<file path="config.mk">
export PLATFORM = sky130hd
export DESIGN_NAME = pcc_fifo
export DESIGN_NICKNAME = d
export VERILOG_FILES = /design/src/rtl/pearson_correlation_accumulator_core_defines.svh /design/src/rtl/pcc_fifo.sv
export SDC_FILE = /design/constraint.sdc
export NUM_CORES = 1
export LEC_CHECK = 0
export BUFFER_PORTS_ARGS = -buffer_cell sky130_fd_sc_hd__buf_4
export CELL_PAD_IN_SITES_DETAIL_PLACEMENT = 2
export CELL_PAD_IN_SITES_GLOBAL_PLACEMENT = 2
export CORE_MARGIN = 1
export CORE_UTILIZATION = 36
export DETAILED_ROUTE_END_ITERATION = 16
export HOLD_SLACK_MARGIN = 0.06
export PLACE_DENSITY_LB_ADDON = 0.25
export SYNTH_ARGS = -nofsm -noshare
export SYNTH_HDL_FRONTEND = slang
export SYNTH_SLANG_ARGS = --single-unit
</file>
<file path="constraint.sdc">
create_clock -name clk -period 2.55 [get_ports clk]
set_input_delay 0.255 -clock clk [delete_from_list [all_inputs] [get_ports clk]]
set_output_delay 0.255 -clock clk [all_outputs]
set_load 0.005 [all_outputs]
</file>
<file path="src/rtl/pearson_correlation_accumulator_core_defines.svh">
// Assertion macros for the one RTL file that carries checks, the top-level core.
`ifndef PEARSON_CORRELATION_ACCUMULATOR_CORE_DEFINES_SVH
`define PEARSON_CORRELATION_ACCUMULATOR_CORE_DEFINES_SVH

`ifndef SYNTHESIS
`define PCC_ASSERT_IMP(label, clk, rst, ante, cons) \
  label: assert property (@(posedge clk) disable iff (rst) (ante) |-> (cons)) \
    else $error("pcc assertion failed");
`define PCC_ASSERT_NXT(label, clk, rst, ante, cons) \
  label: assert property (@(posedge clk) disable iff (rst) (ante) |=> (cons)) \
    else $error("pcc assertion failed");
`else
`define PCC_ASSERT_IMP(label, clk, rst, ante, cons)
`define PCC_ASSERT_NXT(label, clk, rst, ante, cons)
`endif

`endif

</file>
<file path="src/rtl/pcc_fifo.sv">
module pcc_fifo #(
  parameter int DW    = 8,
  parameter int DEPTH = 2
) (
  input  logic          clk,
  input  logic          rst,
  input  logic          push,
  input  logic          pop,
  input  logic [DW-1:0] wdata,
  output logic [DW-1:0] rdata,
  output logic          full,
  output logic          empty
);

  localparam int AW = (DEPTH > 1) ? $clog2(DEPTH) : 1;
  localparam int CW = $clog2(DEPTH + 1);

  logic [DW-1:0] mem [DEPTH];
  logic [AW-1:0] wr_ptr;
  logic [AW-1:0] rd_ptr;
  logic [CW-1:0] used;
  logic          do_push;
  logic          do_pop;

  assign full    = (used == CW'(DEPTH));
  assign empty   = (used == '0);
  assign do_push = push && !full;
  assign do_pop  = pop && !empty;
  assign rdata   = mem[rd_ptr];

  always_ff @(posedge clk) begin
    if (do_push) begin
      mem[wr_ptr] <= wdata;
    end
  end

  always_ff @(posedge clk) begin
    if (rst) begin
      wr_ptr <= '0;
      rd_ptr <= '0;
      used   <= '0;
    end else begin
      if (do_push) begin
        wr_ptr <= (wr_ptr == AW'(DEPTH - 1)) ? '0 : wr_ptr + 1'b1;
      end
      if (do_pop) begin
        rd_ptr <= (rd_ptr == AW'(DEPTH - 1)) ? '0 : rd_ptr + 1'b1;
      end
      case ({do_push, do_pop})
        2'b10:   used <= used + 1'b1;
        2'b01:   used <= used - 1'b1;
        default: used <= used;
      endcase
    end
  end

endmodule

</file>
==> Yosys cells after proc, flatten, opt, wreduce, memory -nomap -nowiden <==
Memories as Yosys holds them, arrays and structs flattened. A register that Yosys moved wholly into a read port is not among the register bits.
Index checks and enable logic that the tools add are counted.
{ "op_classes": {"mux": 7, "add_sub_neg": 4, "reduce_logical": 6, "eq_ne": 3} }
{ "ops": {"columns": ["op", "n"], "rows": [
  ["2-to-1 mux 1 bit", 6],
  ["== test 2 bit (second input constant)", 2],
  ["case mux 2 bit (2 select lines)", 1],
  ["adder 1 bit (second input constant)", 2],
  ["adder 2 x 1 -> 2 bit (second input constant)", 1],
  ["== test 2 x 1 -> 1 bit (second input constant)", 1],
  ["logical AND 1 bit", 2],
  ["logical NOT 1 bit", 2],
  ["logical NOT 2 bit", 1],
  ["nonzero test 2 bit", 1],
  ["subtractor 2 x 1 -> 2 bit (second input constant)", 1]
]} }
{ "word_totals": {"n_memories": 1, "reg_bits": 4, "ramBits": 16, "elab_cells": 24, "in_bits": 12, "output_inout_bits": 10} }
{ "memory_table": {"columns": ["name", "words", "width", "read_ports", "rd_clocked_by_memory_dff", "wr", "line_no", "source"], "rows": [
  ["mem", 2, 8, 1, 1, 1, "pcc_fifo.sv:18", "logic [DW-1:0] mem [DEPTH];"]
]} }

==> Logic depth before layout (Yosys ltp) <==
{ "logic_depth": {"depth_word": 5, "ltp_mapped": 6, "ltp_nobuf": 6} }

==> Least setup slack after synthesis <==
OpenSTA, ideal clock, no wires.
{ "synth_timing": {"kind": "reg2reg", "from": "register used[0]", "to": "register used[1]", "stages_incl_launch_ff": 6, "t_arrival_ns": 1.343, "setup_time_ns": 0.070, "period_less_slack_ns": 1.413, "setup_slack_ns": 1.137, "required_ns": 2.480, "cell_sequence": "dfxtp_1 -> nand2b_2 -> nand2_1 -> ha_1 -> or3_1 -> a21oi_1"} }
{ "synth_between": {"elab_chain_len": 5, "elab_cells_between_ends": 12, "classes_between": "2 x add/sub; 3 x eq/ne; 1 x mux; 6 x reduce/logical"} }
{ "synth_rtl": {"columns": ["item", "line_no", "source"], "rows": [
  ["start, declared", "pcc_fifo.sv:21", "logic [CW-1:0] used;"],
  ["start signal, assigned", "pcc_fifo.sv:50", "2'b10: used <= used + 1'b1;"],
  ["start signal, assigned", "pcc_fifo.sv:51", "2'b01: used <= used - 1'b1;"],
  ["start signal, assigned", "pcc_fifo.sv:52", "default: used <= used;"],
  ["== test 2 bit / logical NOT 2 bit (equally long branches)", "pcc_fifo.sv:25, pcc_fifo.sv:26", null],
  ["logical NOT 1 bit (on tied branches)", "pcc_fifo.sv:27, pcc_fifo.sv:28", null],
  ["logical AND 1 bit (on tied branches)", "pcc_fifo.sv:27, pcc_fifo.sv:28", null],
  ["== test 2 x 1 -> 1 bit / == test 2 bit (equally long branches)", "pcc_fifo.sv:49", "case ({do_push, do_pop})"],
  ["case mux 2 bit (2 select lines) / nonzero test 2 bit (equally long branches)", null, null]
]} }
Parallel ways exist; a longest one is shown, timed or not.
A chain may end at the register's enable or synchronous reset.

==> reports/qor.yml <==
grt_usage_pct: 14.4
synth_top_area_share_pct: 60.2
synth_area_leaders: "edfxtp_1 60%, dfxtp_1 13%, mux2_2 11%"
start_kind: "flop"
num_rows: 16
swShare_pct: 29.1
drt-total-wl_um: 1530
stdcell_count: 102
max_cap_violations: 0
cts_resized: 0
drc_errors: 0
drive_above_1_share_pct: 46.7
synth_area_leader_cell: "edfxtp_1"
die_x_um: 49.1
fin_crit_ns: 1.63
routabilityCongestion: 0.672
synth_seq_area_share_pct: 72.7
overflow: 0
power_density_mw_per_mm2: 953
vias: 483
firstDrtPassIters: 3
syn_avg_cell_area_sq_um: 15.7
dieArea_sq_mm: 0.00241
reg2regPathDepth: 4
worst_slew_pin_slew_ns: 0.402
synth_cell_types: 17
r2r_start: "used[0]"
drt_iter0_drc: 1
fin_ws_ns: 0.923
grt_start_max_net_pins: 13
required_ns: 2.30
crit_type: "flop to output pin"
cts-buffers-inserted: 3
end_kind: "output pin"
worstHoldEndpoint: "mem[1][2]"
critPathMaxFanout: 8
portBuffers: 21
hold_buffers: 0
dp_cells: 98
dominantRegCellSynth: "edfxtp_1"
grt_pass1_vias: 528
r2r_slack_ns: 0.96
crit_arrival_ns: 1.37
via_per_inst: 4.74
synthCells: 51
syn_to_final_growth_pct: 27.0
hp-start: "wdata[2]"
finClkSkew_ns: 0.00605
core_area_sq_mm: 0.00202
pwr-share-comb_pct: 33.0
num_io_pins: 22
htreeDepth: 1
async_reset_ff_share_pct: 0
cts.sinks: 21
post-dp-hpwl_um: 1220
slew_viol_final: 0
grt_antenna_before_repair: 0
min_path_type: "input port to flop"
cts.clk_slew.worst_paths_ns: 0.11
cts_buffer_depth: 2
grt_pass1_wl_um: 2450
clk_latency_ns: 0.30
diodes: 0
peakVddDrop_mv: 0.532
synthesis.area_sq_um: 798
internal_power_uw: 684
start_util_pct: 39.5
fin_nets: 89
hold_viol_final: 0
ys_warn_count: 0
power_switching_uw: 282
setup_tns_ns: 0
post-place-ws_ns: 0.941
outcome: "finished, final reports clean"
syn_nets: 64
cts_setup_buffers: 0
rr_endpoint: "mem[0][1]"
root_buffer: "clkbuf_4"
die_h_um: 49.1
finalSetupViolations: 0
rsz0062_at_grt: "no"
slew_headroom_pct: 73.2
synth_edf_count: 16
ys_ff_latch: 21
antenna_left: 0
clock.fmax_ghz: 0.615
period_share_pct: 63.8
clockPowerShare_pct: 16.0
wl_per_cell_um: 15.0
seqPwrFrac_pct: 51.1
power.leakage_uw: 0.000403
cts_tree: "yes"
holdPathStages: 1
-- area by class of cell --
class / count / area (sq um)
Clock buffer: 3 / 22.5
Clock inverter: 1 / 5.00
Fill cell: 202 / 1010
Inverter: 3 / 11.3
Multi-Input combinational cell: 26 / 203
Sequential cell: 21 / 581
Tap cell: 27 / 33.8
Timing Repair Buffer: 21 / 158
-- worst max-delay path, cell delays in order, from the launching register on --
cell and delay (ns):
dfxtp_1 0.55, mux2_2 0.39, buf_4 0.13
-- Yosys cell counts (all sizes together) (2+ instances only) --
library cell	count
mux2	8
xnor2	2
edfxtp	16
dfxtp	5
o21ai	2
nor2	4
inv	3
a21oi	2
or3	2
-- how the worst max path moves through the flow --
stage,start,endpoint,slack (ns),cells after the start
6_report,flop,rdata[0],0.92,2
4_1_cts,flop,rdata[7],0.89,2
3_3_place_gp,used[0],mem[0][1],1.06,4
5_1_grt,flop,rdata[0],0.84,2
2_1_floorplan,used[0],used[1],1.14,5
3_5_place_dp,used[0],mem[0][5],0.94,4
-- cells by family (layout without fill, tap and decap cells) --
group	count (synthesis)	in the layout	share of synthesized area (%)
buf+inv	4	28	1.88
compound gates	5	5	3.45
simple gates	9	9	5.80
flops	21	21	72.7
mux	8	8	11.3
fa+ha+maj	1	1	1.57
xor+xnor	3	3	3.29
-- registers in the layout (all words and copies together), names as in the netlist, named ones only --
| name | flops |
|---|---|
| mem | 16 |
| used | 2 |
| rd_ptr | 1 |
| wr_ptr | 1 |
-- stage by stage --
| stage | cell area, sq um | util [%] | total power, uW | hold WS, ns |
|---|---|---|---|---|
| CTS | 1010 | 50.1 | 985 | 0.122 |
| global route | 1010 | 50.1 | 1020 | 0.116 |
| finish | 1010 | 50.1 | 966 | 0.133 |
| global placement | 986 | 48.8 | 801 | 0.444 |
| floorplan | 798 | - | 668 | 0.324 |
| detailed placement | 986 | 48.8 | 828 | 0.443 |
-- layer usage --
metal	part of all wire, %	vias up	global-route usage (%)
met5	0	-	0
met4	0	0	7.35
met3	3.0	0	2.80
met2	57	13	28.1
met1	40	239	14.0
li1	-	231	-
-- power by group through the flow --
stage | combinational [uW] | sequential, uW | clock [uW]
5_1_grt | 345 | 505 | 169
3_5_place_dp | 325 | 503 | 0
3_3_place_gp | 303 | 498 | 0
6_report | 319 | 493 | 154
4_1_cts | 327 | 496 | 162
2_1_floorplan | 195 | 473 | 0
-- layout by cell type, fill, tap and decap left out --
| cell | count |
|---|---|
| a21oi_1 | 2 |
| o21a_1 | 1 |
| xnor2_1 | 2 |
| and3_1 | 1 |
| ha_1 | 1 |
| clkbuf_4 | 3 |
| nand2_1 | 1 |
| nand2b_2 | 1 |
| xor2_1 | 1 |
| mux2_2 | 8 |
| o21ai_0 | 2 |
| buf_4 | 21 |
| or3_1 | 2 |
| dfxtp_1 | 5 |
| inv_1 | 2 |
| edfxtp_1 | 16 |
| nor2_1 | 4 |
| inv_2 | 1 |
| clkinv_2 | 1 |
Power figures use the tool's default switching activity.
