--- config.mk ---
export PLATFORM = sky130hd
export DESIGN_NAME = pcc_front
export DESIGN_NICKNAME = d
export VERILOG_FILES = /design/src/rtl/pearson_correlation_accumulator_core_defines.svh /design/src/rtl/pcc_front.sv
export SDC_FILE = /design/constraint.sdc
export NUM_CORES = 2
export LEC_CHECK = 0
export ABC_AREA = 1
export BUFFER_PORTS_ARGS = -buffer_cell sky130_fd_sc_hd__buf_2
export CAP_MARGIN = 30
export CORE_UTILIZATION = 40
export CTS_BUF_LIST = sky130_fd_sc_hd__clkbuf_8 sky130_fd_sc_hd__clkbuf_16
export DETAILED_ROUTE_END_ITERATION = 7
export PLACE_DENSITY = 0.55
export SYNTH_ARGS = -nofsm -noshare
export SYNTH_HDL_FRONTEND = slang
export SYNTH_SLANG_ARGS = --single-unit
--- constraint.sdc ---
create_clock -name clk -period 19.1 [get_ports clk]
set_input_delay 4.775 -clock clk [delete_from_list [all_inputs] [get_ports clk]]
set_output_delay 4.775 -clock clk [all_outputs]
set_load 0.02 [all_outputs]
--- src/rtl/pearson_correlation_accumulator_core_defines.svh ---
// Assertion macros for the one RTL file that carries checks, the top-level core.
`ifndef PEARSON_CORRELATION_ACCUMULATOR_CORE_DEFINES_SVH
`define PEARSON_CORRELATION_ACCUMULATOR_CORE_DEFINES_SVH

`ifndef SYNTHESIS
`define PCC_ASSERT_IMP(label, clk, rst, ante, cons) \
  label: assert property (@(posedge clk) disable iff (rst) (ante) |-> (cons)) \
    else $error("pcc assertion failed");
`define PCC_ASSERT_NXT(label, clk, rst, ante, cons) \
  label: assert property (@(posedge clk) disable iff (rst) (ante) |=> (cons)) \
    else $error("pcc assertion failed");
`else
`define PCC_ASSERT_IMP(label, clk, rst, ante, cons)
`define PCC_ASSERT_NXT(label, clk, rst, ante, cons)
`endif

`endif

--- src/rtl/pcc_front.sv ---
module pcc_front #(
  parameter int SB = 16,
  parameter int ML = 20
) (
  input  logic                   clk,
  input  logic                   rst,
  input  logic                   accept,
  input  logic signed [SB-1:0]   x_sample,
  input  logic signed [SB-1:0]   y_sample,
  input  logic                   last_pair,
  output logic                   job_push,
  output logic [ML:0]            job_count,
  output logic [SB+ML-1:0]       job_sx,
  output logic [SB+ML-1:0]       job_sy,
  output logic [2*SB+ML-2:0]     job_sxx,
  output logic [2*SB+ML-2:0]     job_syy,
  output logic [2*SB+ML-1:0]     job_sxy,
  output logic                   job_ovf
);

  localparam int SW = SB + ML;
  localparam int XW = 2 * SB + ML - 1;
  localparam int PW = 2 * SB + ML;

  logic [ML:0]          count;
  logic [SW-1:0]        sum_x;
  logic [SW-1:0]        sum_y;
  logic [XW-1:0]        sum_xx;
  logic [XW-1:0]        sum_yy;
  logic [PW-1:0]        sum_xy;
  logic                 overflow;

  logic [ML:0]          count_next;
  logic [SW-1:0]        sum_x_next;
  logic [SW-1:0]        sum_y_next;
  logic [XW-1:0]        sum_xx_next;
  logic [XW-1:0]        sum_yy_next;
  logic [PW-1:0]        sum_xy_next;
  logic                 overflow_next;

  logic signed [2*SB-1:0] prod_xx;
  logic signed [2*SB-1:0] prod_yy;
  logic signed [2*SB-1:0] prod_xy;
  logic                   take;

  assign prod_xx = x_sample * x_sample;
  assign prod_yy = y_sample * y_sample;
  assign prod_xy = x_sample * y_sample;
  assign take    = !count[ML];

  always_comb begin
    count_next    = count;
    sum_x_next    = sum_x;
    sum_y_next    = sum_y;
    sum_xx_next   = sum_xx;
    sum_yy_next   = sum_yy;
    sum_xy_next   = sum_xy;
    overflow_next = overflow;
    if (take) begin
      count_next  = count + 1'b1;
      sum_x_next  = sum_x + {{ML{x_sample[SB-1]}}, x_sample};
      sum_y_next  = sum_y + {{ML{y_sample[SB-1]}}, y_sample};
      sum_xx_next = sum_xx + {{(ML-1){1'b0}}, prod_xx};
      sum_yy_next = sum_yy + {{(ML-1){1'b0}}, prod_yy};
      sum_xy_next = sum_xy + {{ML{prod_xy[2*SB-1]}}, prod_xy};
    end else begin
      overflow_next = 1'b1;
    end
  end

  assign job_push  = accept && last_pair;
  assign job_count = count_next;
  assign job_sx    = sum_x_next;
  assign job_sy    = sum_y_next;
  assign job_sxx   = sum_xx_next;
  assign job_syy   = sum_yy_next;
  assign job_sxy   = sum_xy_next;
  assign job_ovf   = overflow_next;

  always_ff @(posedge clk) begin
    if (rst) begin
      count    <= '0;
      sum_x    <= '0;
      sum_y    <= '0;
      sum_xx   <= '0;
      sum_yy   <= '0;
      sum_xy   <= '0;
      overflow <= 1'b0;
    end else if (accept) begin
      if (last_pair) begin
        count    <= '0;
        sum_x    <= '0;
        sum_y    <= '0;
        sum_xx   <= '0;
        sum_yy   <= '0;
        sum_xy   <= '0;
        overflow <= 1'b0;
      end else begin
        count    <= count_next;
        sum_x    <= sum_x_next;
        sum_y    <= sum_y_next;
        sum_xx   <= sum_xx_next;
        sum_yy   <= sum_yy_next;
        sum_xy   <= sum_xy_next;
        overflow <= overflow_next;
      end
    end
  end

endmodule

# Yosys cells after proc, flatten, opt, wreduce, memory -nomap -nowiden
# Cells that the tools add are included.
# W data, S select, Z words.
# word_totals
out_inout_bits	249
elab_cells	31
input_bits	36
register_bits	248
# op_classes
add_sub_neg	6
n_mux	14
multipliers	3
n_reduce_logical	1
# op_table
op	count
$mux W51	4
$mux W36	4
$mux W52	2
$add A51 B32 Y51	2
$mul A16 B16 Y32	3
$add A36 B36 Y36	2
$add A52 B52 Y52	1
$mux W21	2
$add A21 B1 Y21 const B	1
$mux W1	2
$logic_and A1 B1 Y1	1

# Logic depth before layout (Yosys ltp)
# depth
word_depth	4
ltp_mapped	44
ltp_nobuf	42

# Worst setup path before layout
# Ideal clock, no wire load.
# synth_path
kind	input port to output port
from	input x_sample[15]
to	output job_sxy[49]
path_buffers	2
cell_stages	38
slack_ps	2476
t_arrival_ps	11849
required_time_ps	14325
path_cell_list	clkbuf_1 -> buf_1 -> nand2_1 -> inv_1 -> fa_1 -> fa_1 -> fa_1 -> inv_1 -> fa_1 -> inv_1 -> fa_1 -> inv_1 -> fa_1 -> inv_1 -> ha_1 -> a21o_1 -> nor2_1 -> nand2_1 -> [... 2 more ...] -> nor2_1 -> nand2_1 -> nand2_1 -> inv_1 -> ha_1 -> nand2_1 -> nor2_1 -> inv_1 -> nor2_1 -> inv_1 -> nor2_1 -> inv_1 -> nor3_1 -> nand2_1 -> nand2_1 -> nand2_1 -> nand3_1 -> and2_1
# synth_between
elab_chain_len	3
# synth_rtl
element	line_no	text
from (decl)	pcc_front.sv:8	input logic signed [SB-1:0] x_sample,
$mul A16 B16 Y32	pcc_front.sv:48	assign prod_xy = x_sample * y_sample;
$add A52 B52 Y52	pcc_front.sv:65	sum_xy_next = sum_xy + {{ML{prod_xy[2*SB-1]}}, prod_xy};
$mux W52	pcc_front.sv:59	if (take) begin
to (decl)	pcc_front.sv:17	output logic [2*SB+ML-1:0] job_sxy,
# Every way passes these cells.

# Worst setup path in the final report
# layout_path
from	input y_sample[7]
to	output job_sxy[42]
# layout_between
elab_chain_len	3
# layout_rtl
element	line_no	text
from (decl)	pcc_front.sv:9	input logic signed [SB-1:0] y_sample,
$mul A16 B16 Y32	pcc_front.sv:48	
$add A52 B52 Y52	pcc_front.sv:65	
$mux W52	pcc_front.sv:59	
# Every way passes these cells.

==> flow_summary_export.csv <==
group,metric,value,unit
logic_synthesis,synth_commonest_cells,"nand2_1, inv_1, fa_1",
grt,grtUsageTotal,27.2,%
job,maxCapViolCount,0,
setup_path,rr_startpoint,"count[20]",
layout,drive_gt1_share,6.75,%
cts,cts_tree,"built",
sta,min_period_over_period,95.9,%
sta,relSlewSlack,30.9,%
grt,grt_overflow_total,0,
worst_hold_path,worstHoldStart,"sum_xx[34]",
route,post_drt_wl_per_cell,18.5,µm
cts,cts_resized,0,
setup_path,crit_type,"input port to output port",
setup_path,required,14320,ps
setup_path,crit_arrival,13540,ps
setup_path,crit_path_start_kind,"input port",
setup_path,path_buf_inv,9,
route,via_per_inst,5.10,
logic_synthesis,synthTopCellsByArea,"fa_1, nand2_1, inv_1",
logic_synthesis,synth.net_count,9324,
cts,clockBufferDepth,3,
place,place_congestion,0.988,
floorplanning,die_w,371,µm
sta,worstMarginPinSlew,1040,ps
layout,multi_input_area,0.0416,mm²
cts,root_buffer,"clkbuf_16",
layout,fillers,14523,
logic_synthesis,syn_inst,8099,
route,first_pass_iters,6,
worst_hold_path,hold_depth,2,
floorplanning,top_level_ports,285,
sta,hold_ws,465,ps
layout,utilization,43.5,%
status,outcome,"finished, final reports clean",
setup_path,crit_start,"y_sample[7]",
setup_path,r2r_end,"sum_yy[16]",
logic_synthesis,ys_ff_latch,248,
logic_synthesis,avgSynthCellArea,6.73,µm²
sta,skew,45.8,ps
route,drt_iter0_markers,3947,
cts,ctsHoldBuffers,0,
sta,setup_tns,0,ps
logic_synthesis,async_flop_share,0,%
worst_hold_path,hold_class,"flop to flop",
logic_synthesis,yosys.cell_count.top_type,"nand2_1",
route,vias,51246,
setup_path,worst-r2r-cell-count,7,
logic_synthesis,synthesis.area,0.0545,mm²
grt,first_global_vias,50684,
setup_path,r2r_slack,15420,ps
route,wirelength,186000,µm
logic_synthesis,synth.distinct_cells,66,
logic_synthesis,yosysSeqAreaShare,9.11,%
grt,grt_first_pass_wirelength,291000,µm
sta,rsz0062_at_grt,"no",
floorplanning,core_area,0.135,mm²
layout,design_area,0.0589,mm²
cts,path_clk_slew,60,ps
layout,nNetsFinal,9460,
layout,area_growth,7.98,%
setup_path,cp_max_fo,24,
place,portBuffers,284,
sta,finalSetupViolCount,0,
cts,cts_sinks,248,
setup_path,cp-end-kind,"output port",
floorplanning,fp.dieArea,0.138,mm²
setup_path,cp_slowest_cell,"o21ai_0",
setup_path,cp_slowest_stage_delay,700,ps
route,antenna_left,0,
logic_synthesis,synth_edf_count,0,
floorplanning,start_util,40.3,%
grt,antenna_found_initial,16,
sta,slew_violations,0,
layout,final-seq-area,0.00497,mm²
worst_hold_path,whs_endpoint,"sum_xx[34]",
cts,worstSkewPairLatency,580,ps
logic_synthesis,synth_ff_type,"dfxtp_1",
floorplanning,dieHeight,371,µm
cts,post_cts_buffers,0,
logic_synthesis,synth_warnings,0,
grt,grt_max_degree,181,
cts,htreeDepth,2,
place,hpwlAfterDp,153000,µm
route,drc,0,
place,dpl-instance-area,0.0577,mm²
cts,cts_buffers,35,
setup_path,crit_family,"adder cells",
floorplanning,rows,135,
logic_synthesis,yosysTopAreaCellShare,27.3,%
sta,final-hold-violation-count,0,
sta,fin_crit,18310,ps
logic_synthesis,yosys.area.top_type,"fa_1",
sta,fmax,0.0546,GHz
[flip-flops by register name (all words and copies together) (netlist names)]
| signal | count |
|---|---|
| sum_y | 36 |
| sum_yy | 51 |
| sum_x | 36 |
| sum_xy | 52 |
| count | 21 |
| overflow | 1 |
| sum_xx | 51 |
[layer usage]
| metal | track usage [%] | wire, µm |
|---|---|---|
| met5 | 0 | 58 |
| met4 | 4.13 | 2560 |
| met3 | 4.19 | 12900 |
| met2 | 42.3 | 81800 |
| met1 | 40.0 | 89000 |
[worst max path at each step]
stage / to / cells past startpoint
after floorplan: job_sxy[49] / 38
after global placement: job_syy[30] / 31
after detailed placement: job_syy[38] / 29
after CTS: job_syy[46] / 29
after global routing: job_syy[46] / 30
final: job_sxy[42] / 36
[per-stage QoR]
stage                     setup slack (ps)  instances
after detailed placement               887       9979
after global placement                 954       9979
after floorplan                       2480       8099
final                                  789      10043
after global routing                   231      10038
after CTS                              863      10038
[cell type report]
type,instances,share of cell area (%)
antenna,5,0.0213
clock buffer,43,1.69
clock inverter,16,0.238
inverter,1881,12.0
multi-input combinational,5729,70.6
sequential,248,8.44
tap,1781,3.79
timing repair buffer,340,3.19
[placed cells by master, fill, tap and decap left out, types with 7 or more instances in the layout]
master and instances:
nor2_1 483, nand2_1 2082, inv_1 1879, o21ai_0 296
o211ai_1 14, nor4_1 18, nand2_2 19, clkbuf_8 8
nand3_1 394, a21oi_1 575, fa_1 743, a21boi_0 11
or2_2 86, xor2_1 86, o21ai_2 10, o21bai_1 42
xnor2_1 69, o21a_1 9, buf_2 283, a21o_1 33
and2_1 15, clkbuf_16 36, and3_1 7, nor3_1 64
a31oi_1 31, dfxtp_1 247, buf_4 54, nand3b_1 22
o21ai_1 29, nand4_1 72, ha_1 446
[tightest hold or removal path, stage by stage, from the launching register on]
cell and delay [ps]:
dfxtp_1 310, nand2_1 60, a21oi_1 60
[kinds of logic (layout without fill, tap and decap cells)]
logic type | after synthesis | count (layout) | synth area share, %
multiplexers | 2 | 2 | 0.0367
AO/OA/AOI/OAI | 1083 | 1083 | 10.9
buffers and inverters | 2122 | 2280 | 14.7
AND/OR/NAND/NOR | 3299 | 3299 | 25.3
flip-flops | 248 | 248 | 9.11
other | 0 | 5 | 0
XOR/XNOR | 156 | 156 | 2.52
adder cells (fa/ha/maj) | 1189 | 1189 | 37.5
Power is not shown: default switching activity piles up to over one toggle a cycle in this logic, so the estimate is an artifact.
